## config.mk

```make
export PLATFORM = sky130hd
export DESIGN_NAME = mpc_back
export DESIGN_NICKNAME = d
export VERILOG_FILES = /design/src/mpc_pkg.sv /design/src/mpc_back.sv
export SDC_FILE = /design/constraint.sdc
export NUM_CORES = 1
export LEC_CHECK = 0
export CAP_MARGIN = 10
export CORE_AREA = 5 5 120 122
export CTS_CLUSTER_SIZE = 30
export DETAILED_ROUTE_END_ITERATION = 6
export DIE_AREA = 0 0 125 127
export DONT_BUFFER_PORTS = 1
export PLACE_DENSITY = 0.46
export SLEW_MARGIN = 20
export SYNTH_ARGS = -nofsm -noshare
export SYNTH_HDL_FRONTEND = slang
export SYNTH_SLANG_ARGS = --single-unit
```

## constraint.sdc

```tcl
create_clock -name i_clk -period 4.6 [get_ports i_clk]
set_input_delay 0.69 -clock i_clk [delete_from_list [all_inputs] [get_ports i_clk]]
set_output_delay 0.69 -clock i_clk [all_outputs]
set_load 0.1 [all_outputs]
```

## src/mpc_pkg.sv

```systemverilog
// ----------------------------------------------------------------------------
// mpc_pkg: shared types and constants of the memory pattern checker
// Holds the pattern codes, register indexes, the count limit and the item
// that travels from the pattern front end to the checking back end.
// ----------------------------------------------------------------------------
package mpc_pkg;

    // Tested region size and the saturation point of the error count.
    localparam int REGION_WORDS   = 16384;
    localparam int COUNT_W        = 15;
    localparam int COUNT_FIELD_MX = 32767;
    localparam logic [COUNT_W-1:0] COUNT_LIMIT =
        COUNT_W'((REGION_WORDS > COUNT_FIELD_MX) ? COUNT_FIELD_MX : REGION_WORDS);

    // Field widths.
    localparam int INDEX_W = 14;
    localparam int WORD_W  = 32;
    localparam int SEL_W   = 3;

    // Stream payload widths (fields packed from the low bit, padded to bytes).
    localparam int S_TDATA_W = 48;
    localparam int M_TDATA_W = 128;

    // Pattern codes.
    localparam logic [SEL_W-1:0] PAT_ZEROS  = 3'd0;
    localparam logic [SEL_W-1:0] PAT_ONES   = 3'd1;
    localparam logic [SEL_W-1:0] PAT_WALK   = 3'd2;
    localparam logic [SEL_W-1:0] PAT_SEQ    = 3'd3;
    localparam logic [SEL_W-1:0] PAT_RANDOM = 3'd4;

    // Configuration register indexes.
    localparam logic CFG_IDX_SELECT = 1'b0;
    localparam logic CFG_IDX_SEED   = 1'b1;

    // Constants of the patterns.
    localparam logic [WORD_W-1:0] MIX_CONST  = 32'hDEAD_BEEF;
    localparam logic [WORD_W-1:0] SEED_RESET = 32'h1234_5678;
    localparam logic [WORD_W-1:0] ALL_ONES   = 32'hFFFF_FFFF;

    // Classified word handed from the front end to the back end.
    typedef struct packed {
        logic [INDEX_W-1:0] index;
        logic [WORD_W-1:0]  actual;
        logic [WORD_W-1:0]  expected;
        logic               mismatch;
        logic               start;
    } t_item;

    localparam int ITEM_W = $bits(t_item);

    // Expected word for one index under the selected pattern.
    function automatic logic [WORD_W-1:0] pattern_word(
        input logic [SEL_W-1:0]   sel,
        input logic [WORD_W-1:0]  seed,
        input logic [INDEX_W-1:0] idx
    );
        logic [WORD_W-1:0] x;
        logic [WORD_W-1:0] idx_w;
        logic [WORD_W-1:0] res;
        idx_w = WORD_W'(idx);
        x     = idx_w ^ seed ^ MIX_CONST;
        x     = x ^ (x << 13);
        x     = x ^ (x >> 17);
        x     = x ^ (x << 5);
        unique case (sel)
            PAT_ONES:   res = ALL_ONES;
            PAT_WALK:   res = WORD_W'(1) << idx[4:0];
            PAT_SEQ:    res = idx_w + seed;
            PAT_RANDOM: res = x;
            default:    res = '0;
        endcase
        return res;
    endfunction

endpackage

```

## src/mpc_back.sv

```systemverilog
// ----------------------------------------------------------------------------
// mpc_back: error accounting back end
// Takes classified items, keeps the saturating error count and the first
// mismatch capture, and holds each result in an output register.
// ----------------------------------------------------------------------------
module mpc_back
    import mpc_pkg::*;
(
    input  logic                 i_clk,
    input  logic                 i_rst_n,
    // Classified item from the queue
    input  logic                 i_valid,
    output logic                 o_ready,
    input  t_item                i_item,
    // Result beat
    output logic                 o_valid,
    input  logic                 i_ready,
    output logic [WORD_W-1:0]    o_expected,
    output logic                 o_mismatch,
    output logic [COUNT_W-1:0]   o_error_total,
    output logic [INDEX_W-1:0]   o_cap_index,
    output logic [WORD_W-1:0]    o_cap_expected,
    output logic [WORD_W-1:0]    o_cap_actual
);

    logic               r_valid;
    logic [WORD_W-1:0]  r_expected;
    logic               r_mismatch;
    logic [COUNT_W-1:0] r_count;
    logic [INDEX_W-1:0] r_cap_index;
    logic [WORD_W-1:0]  r_cap_expected;
    logic [WORD_W-1:0]  r_cap_actual;

    logic [COUNT_W-1:0] base_count;
    logic [COUNT_W-1:0] n_count;
    logic [INDEX_W-1:0] n_cap_index;
    logic [WORD_W-1:0]  n_cap_expected;
    logic [WORD_W-1:0]  n_cap_actual;
    logic               take;

    assign o_ready = !r_valid || i_ready;
    assign take    = i_valid && o_ready;

    // State update: a start beat clears first, then the mismatch is counted.
    always_comb begin
        base_count     = i_item.start ? '0 : r_count;
        n_count        = base_count;
        n_cap_index    = i_item.start ? '0 : r_cap_index;
        n_cap_expected = i_item.start ? '0 : r_cap_expected;
        n_cap_actual   = i_item.start ? '0 : r_cap_actual;
        if (i_item.mismatch && (base_count < COUNT_LIMIT)) begin
            if (base_count == '0) begin
                n_cap_index    = i_item.index;
                n_cap_expected = i_item.expected;
                n_cap_actual   = i_item.actual;
            end
            n_count = base_count + COUNT_W'(1);
        end
    end

    // Result valid flag.
    always_ff @(posedge i_clk) begin
        if (!i_rst_n) begin
            r_valid <= 1'b0;
        end else if (o_ready) begin
            r_valid <= i_valid;
        end
    end

    // Accounting state; it also serves as the held result fields.
    always_ff @(posedge i_clk) begin
        if (!i_rst_n) begin
            r_count        <= '0;
            r_cap_index    <= '0;
            r_cap_expected <= '0;
            r_cap_actual   <= '0;
        end else if (take) begin
            r_count        <= n_count;
            r_cap_index    <= n_cap_index;
            r_cap_expected <= n_cap_expected;
            r_cap_actual   <= n_cap_actual;
        end
    end

    // Per-beat result fields.
    always_ff @(posedge i_clk) begin
        if (take) begin
            r_expected <= i_item.expected;
            r_mismatch <= i_item.mismatch;
        end
    end

    assign o_valid        = r_valid;
    assign o_expected     = r_expected;
    assign o_mismatch     = r_mismatch;
    assign o_error_total  = r_count;
    assign o_cap_index    = r_cap_index;
    assign o_cap_expected = r_cap_expected;
    assign o_cap_actual   = r_cap_actual;

endmodule

```

-- Word level (Yosys, flattened, before mapping)
Cells that the tools add are included.
- memory bits (read-only): 0
- word-level logic and storage cells: 25
- bits of input ports: 84
- bits in writable memories: 0
- register bits after elaboration: 127
- memories kept: 0
- output and inout port bits: 128
- latch bits: 0
- $mul: 0
- div/mod/pow operators: 0
- reduce and logical (&&, ||, !) cells: 5
- order comparisons: 1
- bitwise logic cells: 0
- $add $sub $neg: 1
- shifts and indexed selects: 0
- equal/unequal tests: 0
- muxes and demuxes: 11
- operator list (kind ; count):
    $mux W32 ; 6
    $mux W14 ; 3
    $mux W15 ; 2
    $add A15 B1 Y15 const B ; 1
    $logic_not A15 Y1 ; 1
    $lt A15 B15 Y1 const B ; 1
    $logic_and A1 B1 Y1 ; 2
    $logic_not A1 Y1 ; 1
    $logic_or A1 B1 Y1 ; 1

-- Longest topological paths before layout
Gate-level depths: netlist (run 1).
- depth in word-level cells: 4
- depth in mapped cells: 7
- depth with buffers taken out: 6

-- Least setup slack after synthesis (run 1)
No wires, ideal clock.
- path kind: register to register
- start point: register r_valid (netlist: o_valid)
- end point: register r_count[0] (netlist: o_error_total[0])
- clock period less this slack: 3.220 ns
- setup slack: 1.380 ns
- buffers on the path: 1
- data arrival time: 3.092 ns
- cell stages (with the launch flop): 8
- data required time: 4.472 ns
- setup time: 0.128 ns
- cells stage by stage: dfxtp_1 -> nor2b_1 -> inv_1 -> nand2_1 -> clkbuf_1 -> inv_1 -> a32oi_1 -> nor2_1
- longest elaborated chain between the ends: 3
- RTL lines (what ; line ; text):
    from (decl) ; mpc_back.sv:26 ; logic r_valid;
    from (signal assigned) ; mpc_back.sv:66 ; r_valid <= i_valid;
    $logic_not A1 Y1 ; mpc_back.sv:41 ; assign o_ready = !r_valid || i_ready;
    $logic_or A1 B1 Y1 ; mpc_back.sv:41 ;
    named net o_ready ; mpc_back.sv:13 ; output logic o_ready,
    $logic_and A1 B1 Y1 ; mpc_back.sv:42 ; assign take = i_valid && o_ready;
    named net take ; mpc_back.sv:39 ; logic take;
    to (signal assigned) ; mpc_back.sv:78 ; r_count <= n_count;
    to (decl) ; mpc_back.sv:29 ; logic [COUNT_W-1:0] r_count;
The timed path passes the listed nets, and every way through them passes these cells.
A chain may end at the register's enable or synchronous reset.

-- Worst setup path after layout (run 1)
- start point: register r_valid (netlist: o_valid)
- end point: register r_expected[1] (netlist: o_expected[1]) (enable)
- longest elaborated chain between the ends: 3
- RTL lines (what ; line ; text):
    $logic_not A1 Y1 ; mpc_back.sv:41 ;
    $logic_or A1 B1 Y1 ; mpc_back.sv:41 ;
    named net o_ready ; mpc_back.sv:13 ;
    $logic_and A1 B1 Y1 ; mpc_back.sv:42 ;
    named net take ; mpc_back.sv:39 ;
    to (signal assigned) ; mpc_back.sv:88 ; r_expected <= i_item.expected;
    to (decl) ; mpc_back.sv:27 ; logic [WORD_W-1:0] r_expected;
The timed path passes the listed nets, and every way through them passes these cells.

==> results of run 1 <==
==> metal layers <==
metal	wire [µm]	share of wire, %	vias to the layer above
met2	4620	43	185
met1	4510	42	1305
met3	1450	14	15
met4	125	1.2	0
li1	-	-	1273
met5	0	0	-
==> worst max-delay path, cell delays in order (launching register included) <==
cell     delay, ps
dfxtp_1        290
buf_4          220
nor2b_1        210
inv_1          710
nand2_1        460
inv_1          350
buf_4          420
==> path summary, 6_finish.rpt <==
| kind | cells past startpoint | slack, ps | endpoint | start |
|---|---|---|---|---|
| max | 6 | 1570 | o_expected[1]$_DFFE_PP_ | o_valid$_SDFFE_PN0N_ |
| min | 0 | 380 | o_expected[17]$_DFFE_PP_ | i_item[19] |
| max reg2reg | 6 | 1570 | o_expected[1]$_DFFE_PP_ | o_valid$_SDFFE_PN0N_ |
| min reg2reg | 3 | 740 | o_error_total[14]$_SDFFE_PN0P_ | o_error_total[13]$_SDFFE_PN0P_ |
==> logic make-up (layout without fill, tap and decap cells) <==
| group | Yosys count | count (layout) | synth area share, % |
|---|---|---|---|
| DFF | 127 | 127 | 67.6 |
| AOI/OAI and AO/OA | 114 | 114 | 21.6 |
| and+or+nand+nor | 43 | 43 | 6.24 |
| buffers and inverters | 30 | 58 | 3.30 |
| muxes | 5 | 5 | 1.21 |
==> area by class of cell <==
class                   count  share of cell area (%)
clock buffers              26                    10.9
clock inverters             6                    1.70
repair buffers             19                    2.77
inverters                   7                   0.510
well taps                 176                    4.27
flip-flops and latches    127                    55.7
multi-input cells         162                    24.1
==> cells in the mapped netlist, drive strengths merged <==
cell type and n:
nor4 4, nand2b 2, a41oi 1, a22o 77, mux2 1, a31oi 1, and4 2, o21ai 6
and4b 1, buf 14, o211ai 3, a21o 4, nand3b 1, mux2i 4, o311ai 2, clkbuf 9
a211o 1, nand4 2, a21oi 13, a32oi 1, nor2 3, inv 7, dfxtp 94, nand2 4
nand3 11, nor2b 4, o2111ai 1, or4 1, o21a 1, a2111o 2, and3 3, or3b 1
o31ai 1, edfxtp 33, nand4b 2, nor3 2
==> report_power, final <==
group	internal, mW	switching [mW]	total, mW
sequential	1.20	0.382	1.58
clock	0.955	0.465	1.42
combinational	0.0325	0.0656	0.0982
total	2.19	0.912	3.10
==> stage by stage <==
step | total power, mW | setup slack [ps] | hold slack [ps] | area (µm²) | util [%]
final | 3.10 | 1570 | 379 | 5150 | 39.4
after global routing | 3.20 | 1420 | 348 | 5150 | 39.4
after CTS | 3.14 | 1570 | 352 | 5150 | 39.4
after detailed placement | 1.71 | 1540 | 738 | 4500 | 34.4
after global placement | 1.71 | 1620 | 723 | 4500 | 34.4
after floorplan | 1.68 | 1380 | 789 | 4250 | -
==> flip-flops by register name, indices dropped and copies added, names as in the netlist <==
| register | count |
|---|---|
| o_error_total | 15 |
| o_valid | 1 |
| o_cap_index | 14 |
| o_cap_actual | 32 |
| o_mismatch | 1 |
| o_expected | 32 |
| o_cap_expected | 32 |
==> flow_summary.json, run 1 <==
{
  "crit_type": "flip-flop to flip-flop",
  "drt_iter0_drc": 123,
  "via_per_inst": 5.31,
  "crit_fanout": 29,
  "worstPathRequired_ps": 4660,
  "slew_viol_final": 0,
  "post_cts_buffers": 0,
  "max_slew_margin_pct": 25.7,
  "place_congestion": 0.749,
  "num_vias": 2778,
  "grt_usage_pct": 12.9,
  "end_kind": "flip-flop",
  "setup_viol": 0,
  "cts_sinks": 127,
  "hp-class": "input port to flip-flop",
  "rsz0062_at_grt": "no",
  "drc": 0,
  "met2_usage_pct": 18.8,
  "status": "finished, final reports clean",
  "dpl.hpwl_um": 7500,
  "crit_path_start_kind": "flip-flop",
  "power_density_mw_per_mm2": 602,
  "fmax_ghz": 0.331,
  "stdcell_count": 523,
  "synth.distinct_cells": 41,
  "synth_top_area_share_pct": 44.3,
  "grt_max_degree": 43,
  "worst_pin_slew_ps": 1110,
  "post-route-min-period_ps": 3030,
  "start_util_pct": 32.5,
  "grt-ovfl-total": 0,
  "finalClockSkew_ps": 6.16,
  "die-area_mm2": 0.0159,
  "finalHoldViolCount": 0,
  "met1_usage_pct": 15.4,
  "drv_cap": 0,
  "mostFrequentLayoutCell": "dfxtp_1",
  "antenna_found_initial": 0,
  "wl_um": 10700,
  "synthTopCellsByArea": "dfxtp_1, edfxtp_1, a22o_1",
  "seq_area_frac_synth_pct": 67.6,
  "grt_pass1_wl_um": 16100,
  "portBuffers": 0,
  "fin_setup_tns_ps": 0,
  "clk_pin_slew_ps": 60,
  "nFillCells": 1248,
  "multi_input_area_mm2": 0.00124,
  "syn_inst": 319,
  "power.static_leakage_nw": 1.98,
  "cts_buffer_depth": 2,
  "insertion_delay_ps": 400,
  "ir_worst_vdd_uv": 217,
  "grt_pass1_vias": 2744,
  "core-area_mm2": 0.0131,
  "busiest_layer": "met2",
  "detail_route.wl_per_cell_um": 20.5,
  "syn_to_final_growth_pct": 21.4,
  "cp.arrival_ps": 3090,
  "grt_use_met3_pct": 7.76,
  "dr.pass1.iters": 4,
  "fp.dieH_um": 127,
  "synth_area_mm2": 0.00425,
  "fin_nets": 418,
  "rows": 42,
  "synth_warnings": 0,
  "synth_seq_cells": 127,
  "ant_nets": 0,
  "regArea_mm2": 0.00287,
  "syn_nets": 403,
  "synth_largest_area_cell": "dfxtp_1",
  "fin_crit_sh_pct": 65.8,
  "ios": 212,
  "htree_levels": 4,
  "synth.avg_cell_area_um2": 13.3,
  "final_layout_size_suffix_gt1_share_pct": 15.6,
  "dp.cells": 491,
  "cts_tree": "done",
  "ctsHoldBuffers": 0,
  "antenna_cells": 0,
  "most-common-layout-cells": "dfxtp_1, a22o_1, edfxtp_1, clkbuf_16, buf_4",
  "ctsResizeCount": 0,
  "cts_buffers": 17,
  "die_w_um": 125,
  "cts_root_buf": "clkbuf_16"
}
No activity file was read; power rests on OpenSTA's default activity.
==> inputs of run 2 (changes only) <==
- clock period: 4.6 -> 3.15 ns (I/O delays scaled with it)
==> run 2 against run 1 <==
Net effect: critical path type unchanged; largest cell class unchanged; sequential power up 46%; fmax grew 41%; clock power grew 42%; highest routed layer unchanged; via count fell by 2.3%; die area stayed put; count of clock-buffer cells in the layout is 6 lower.
==> flow_summary.json, run 2 (same netlist as run 1, synthesis figures left out) <==
{
  "stdcell_count": 527,
  "grt-ovfl-total": 0,
  "mostFrequentLayoutCell": "dfxtp_1",
  "grt_usage_pct": 13.5,
  "reg2reg_depth": 7,
  "dp.cells": 495,
  "crit_type": "flip-flop to flip-flop",
  "dp_slack_ps": 950,
  "regArea_mm2": 0.00287,
  "drv_cap": 0,
  "cts_buffer_depth": 2,
  "nFillCells": 1249,
  "ios": 212,
  "place_congestion": 0.770,
  "rows": 42,
  "fin_crit_sh_pct": 68.1,
  "hp-class": "input port to flip-flop",
  "crit_fanout": 47,
  "worstPathRequired_ps": 3490,
  "via_per_inst": 5.15,
  "clockPowerShare_pct": 45.2,
  "power_switching_share_pct": 29.9,
  "clk_pin_slew_ps": 60,
  "crit_path_end": "o_cap_index[3]$_SDFFE_PN0P_",
  "ant_nets": 0,
  "ctsHoldBuffers": 0,
  "rsz0062_at_grt": "no",
  "num_vias": 2715,
  "grt_max_degree": 49,
  "rr_endpoint": "o_cap_index[3]$_SDFFE_PN0P_",
  "die_w_um": 125,
  "worst_path_max_delay_cell": "buf_4",
  "ctsResizeCount": 0,
  "detail_route.wl_per_cell_um": 20.7,
  "cts_root_buf": "clkbuf_16",
  "reg2reg_slack_ps": 1000,
  "post-route-min-period_ps": 2150,
  "drt_iter0_drc": 145,
  "power_density_mw_per_mm2": 870,
  "core-area_mm2": 0.0131,
  "intPower_mw": 3.14,
  "fmax_ghz": 0.466,
  "pwr-share-seq_pct": 51.7,
  "grt_pass1_vias": 2786,
  "post_cts_buffers": 0,
  "setup_viol": 0,
  "start_util_pct": 32.5,
  "fp.dieH_um": 127,
  "crit_path_start_kind": "flip-flop",
  "reg2reg_from": "o_valid$_SDFFE_PN0N_",
  "critPathMaxStageDelay_ps": 450,
  "status": "finished, final reports clean",
  "dpl.hpwl_um": 7690,
  "antenna_cells": 0,
  "power.static_leakage_nw": 1.97,
  "finalClockSkew_ps": 4.44,
  "worst_hold_slack_ps": 162,
  "cts_sinks": 127,
  "portBuffers": 0,
  "wl_um": 10900,
  "syn_to_final_growth_pct": 21.2,
  "startpoint": "o_valid$_SDFFE_PN0N_",
  "p_comb_share_pct": 3.2,
  "cts_buffers": 17,
  "crit_chain": "nor2b_1 -> inv_1 -> buf_4 -> o2111ai_1 -> nor3_4 -> buf_4 -> a22o_1",
  "htree_levels": 4,
  "cpMostUsedCell": "buf_4",
  "most-common-layout-cells": "dfxtp_1, a22o_1, edfxtp_1, buf_4, clkbuf_16",
  "ir_worst_vdd_uv": 305,
  "grt_pass1_wl_um": 16700,
  "cp.arrival_ps": 2490,
  "slew_viol_final": 0,
  "fin_setup_tns_ps": 0,
  "max_slew_margin_pct": 31.4,
  "fin_ws_ps": 1000,
  "dr.pass1.iters": 4,
  "drc": 0,
  "cts_tree": "done",
  "worst_pin_slew_ps": 1030,
  "final_layout_size_suffix_gt1_share_pct": 16.0,
  "multi_input_area_mm2": 0.00124,
  "fin_nets": 422,
  "antenna_found_initial": 0,
  "p_switching_mw": 1.34,
  "end_kind": "flip-flop",
  "finalHoldViolCount": 0,
  "insertion_delay_ps": 400,
  "die-area_mm2": 0.0159
}
==> run 2: area by class of cell <==
cell class / count / area share (%)
flip-flops and latches: 127 / 55.8
repair buffers: 23 / 3.35
clock inverters: 12 / 3.21
multi-input cells: 162 / 24.1
clock buffers: 20 / 8.68
inverters: 7 / 0.510
well taps: 176 / 4.28
==> run 2: how the worst min path moves through the flow <==
stage	from	endpoint	slack [ps]	cells past startpoint
6_report	i_item[28]	o_expected[26]$_DFFE_PP_	160	0
5_1_grt	i_item[5]	o_expected[3]$_DFFE_PP_	130	0
4_1_cts	i_item[24]	o_expected[22]$_DFFE_PP_	140	0
3_5_place_dp	o_error_total[7]$_SDFFE_PN0P_	o_error_total[7]$_SDFFE_PN0P_	560	2
3_3_place_gp	i_item[23]	o_expected[21]$_DFFE_PP_	570	0
2_1_floorplan	i_item[2]	o_expected[0]$_DFFE_PP_	570	0
==> run 2: worst max-delay path, delay by kind of cell (launching register included) <==
kind                   cells  cell delay (ps)
DFF                        1              310
and+or+nand+nor            2              390
buffers and inverters      3              840
AOI/OAI and AO/OA          2              500
==> run 2: metrics by stage <==
step           power, mW  util (%)  area, µm²
2_1_floorplan       2.45         -       4250
3_3_place_gp        2.49      34.7       4540
3_5_place_dp        2.49      34.7       4540
4_1_cts             4.53      39.3       5150
5_1_grt             4.64      39.3       5150
6_report            4.48      39.3       5150
==> run 2: power groups by stage <==
stage	clock, mW	sequential (mW)	combinational [mW]
detailed placement	0	2.35	0.144
global route	2.16	2.32	0.155
floorplan	0	2.34	0.107
finish	2.02	2.31	0.142
global placement	0	2.35	0.141
CTS	2.07	2.32	0.144
==> run 2: layer usage <==
| metal | GRT usage, % | part of all wire [%] | routed length [µm] |
|---|---|---|---|
| met1 | 17.2 | 43 | 4670 |
| met2 | 19.0 | 44 | 4790 |
| met3 | 7.05 | 12 | 1320 |
| met4 | 5.74 | 1.4 | 153 |
| met5 | 0 | 0 | 0 |
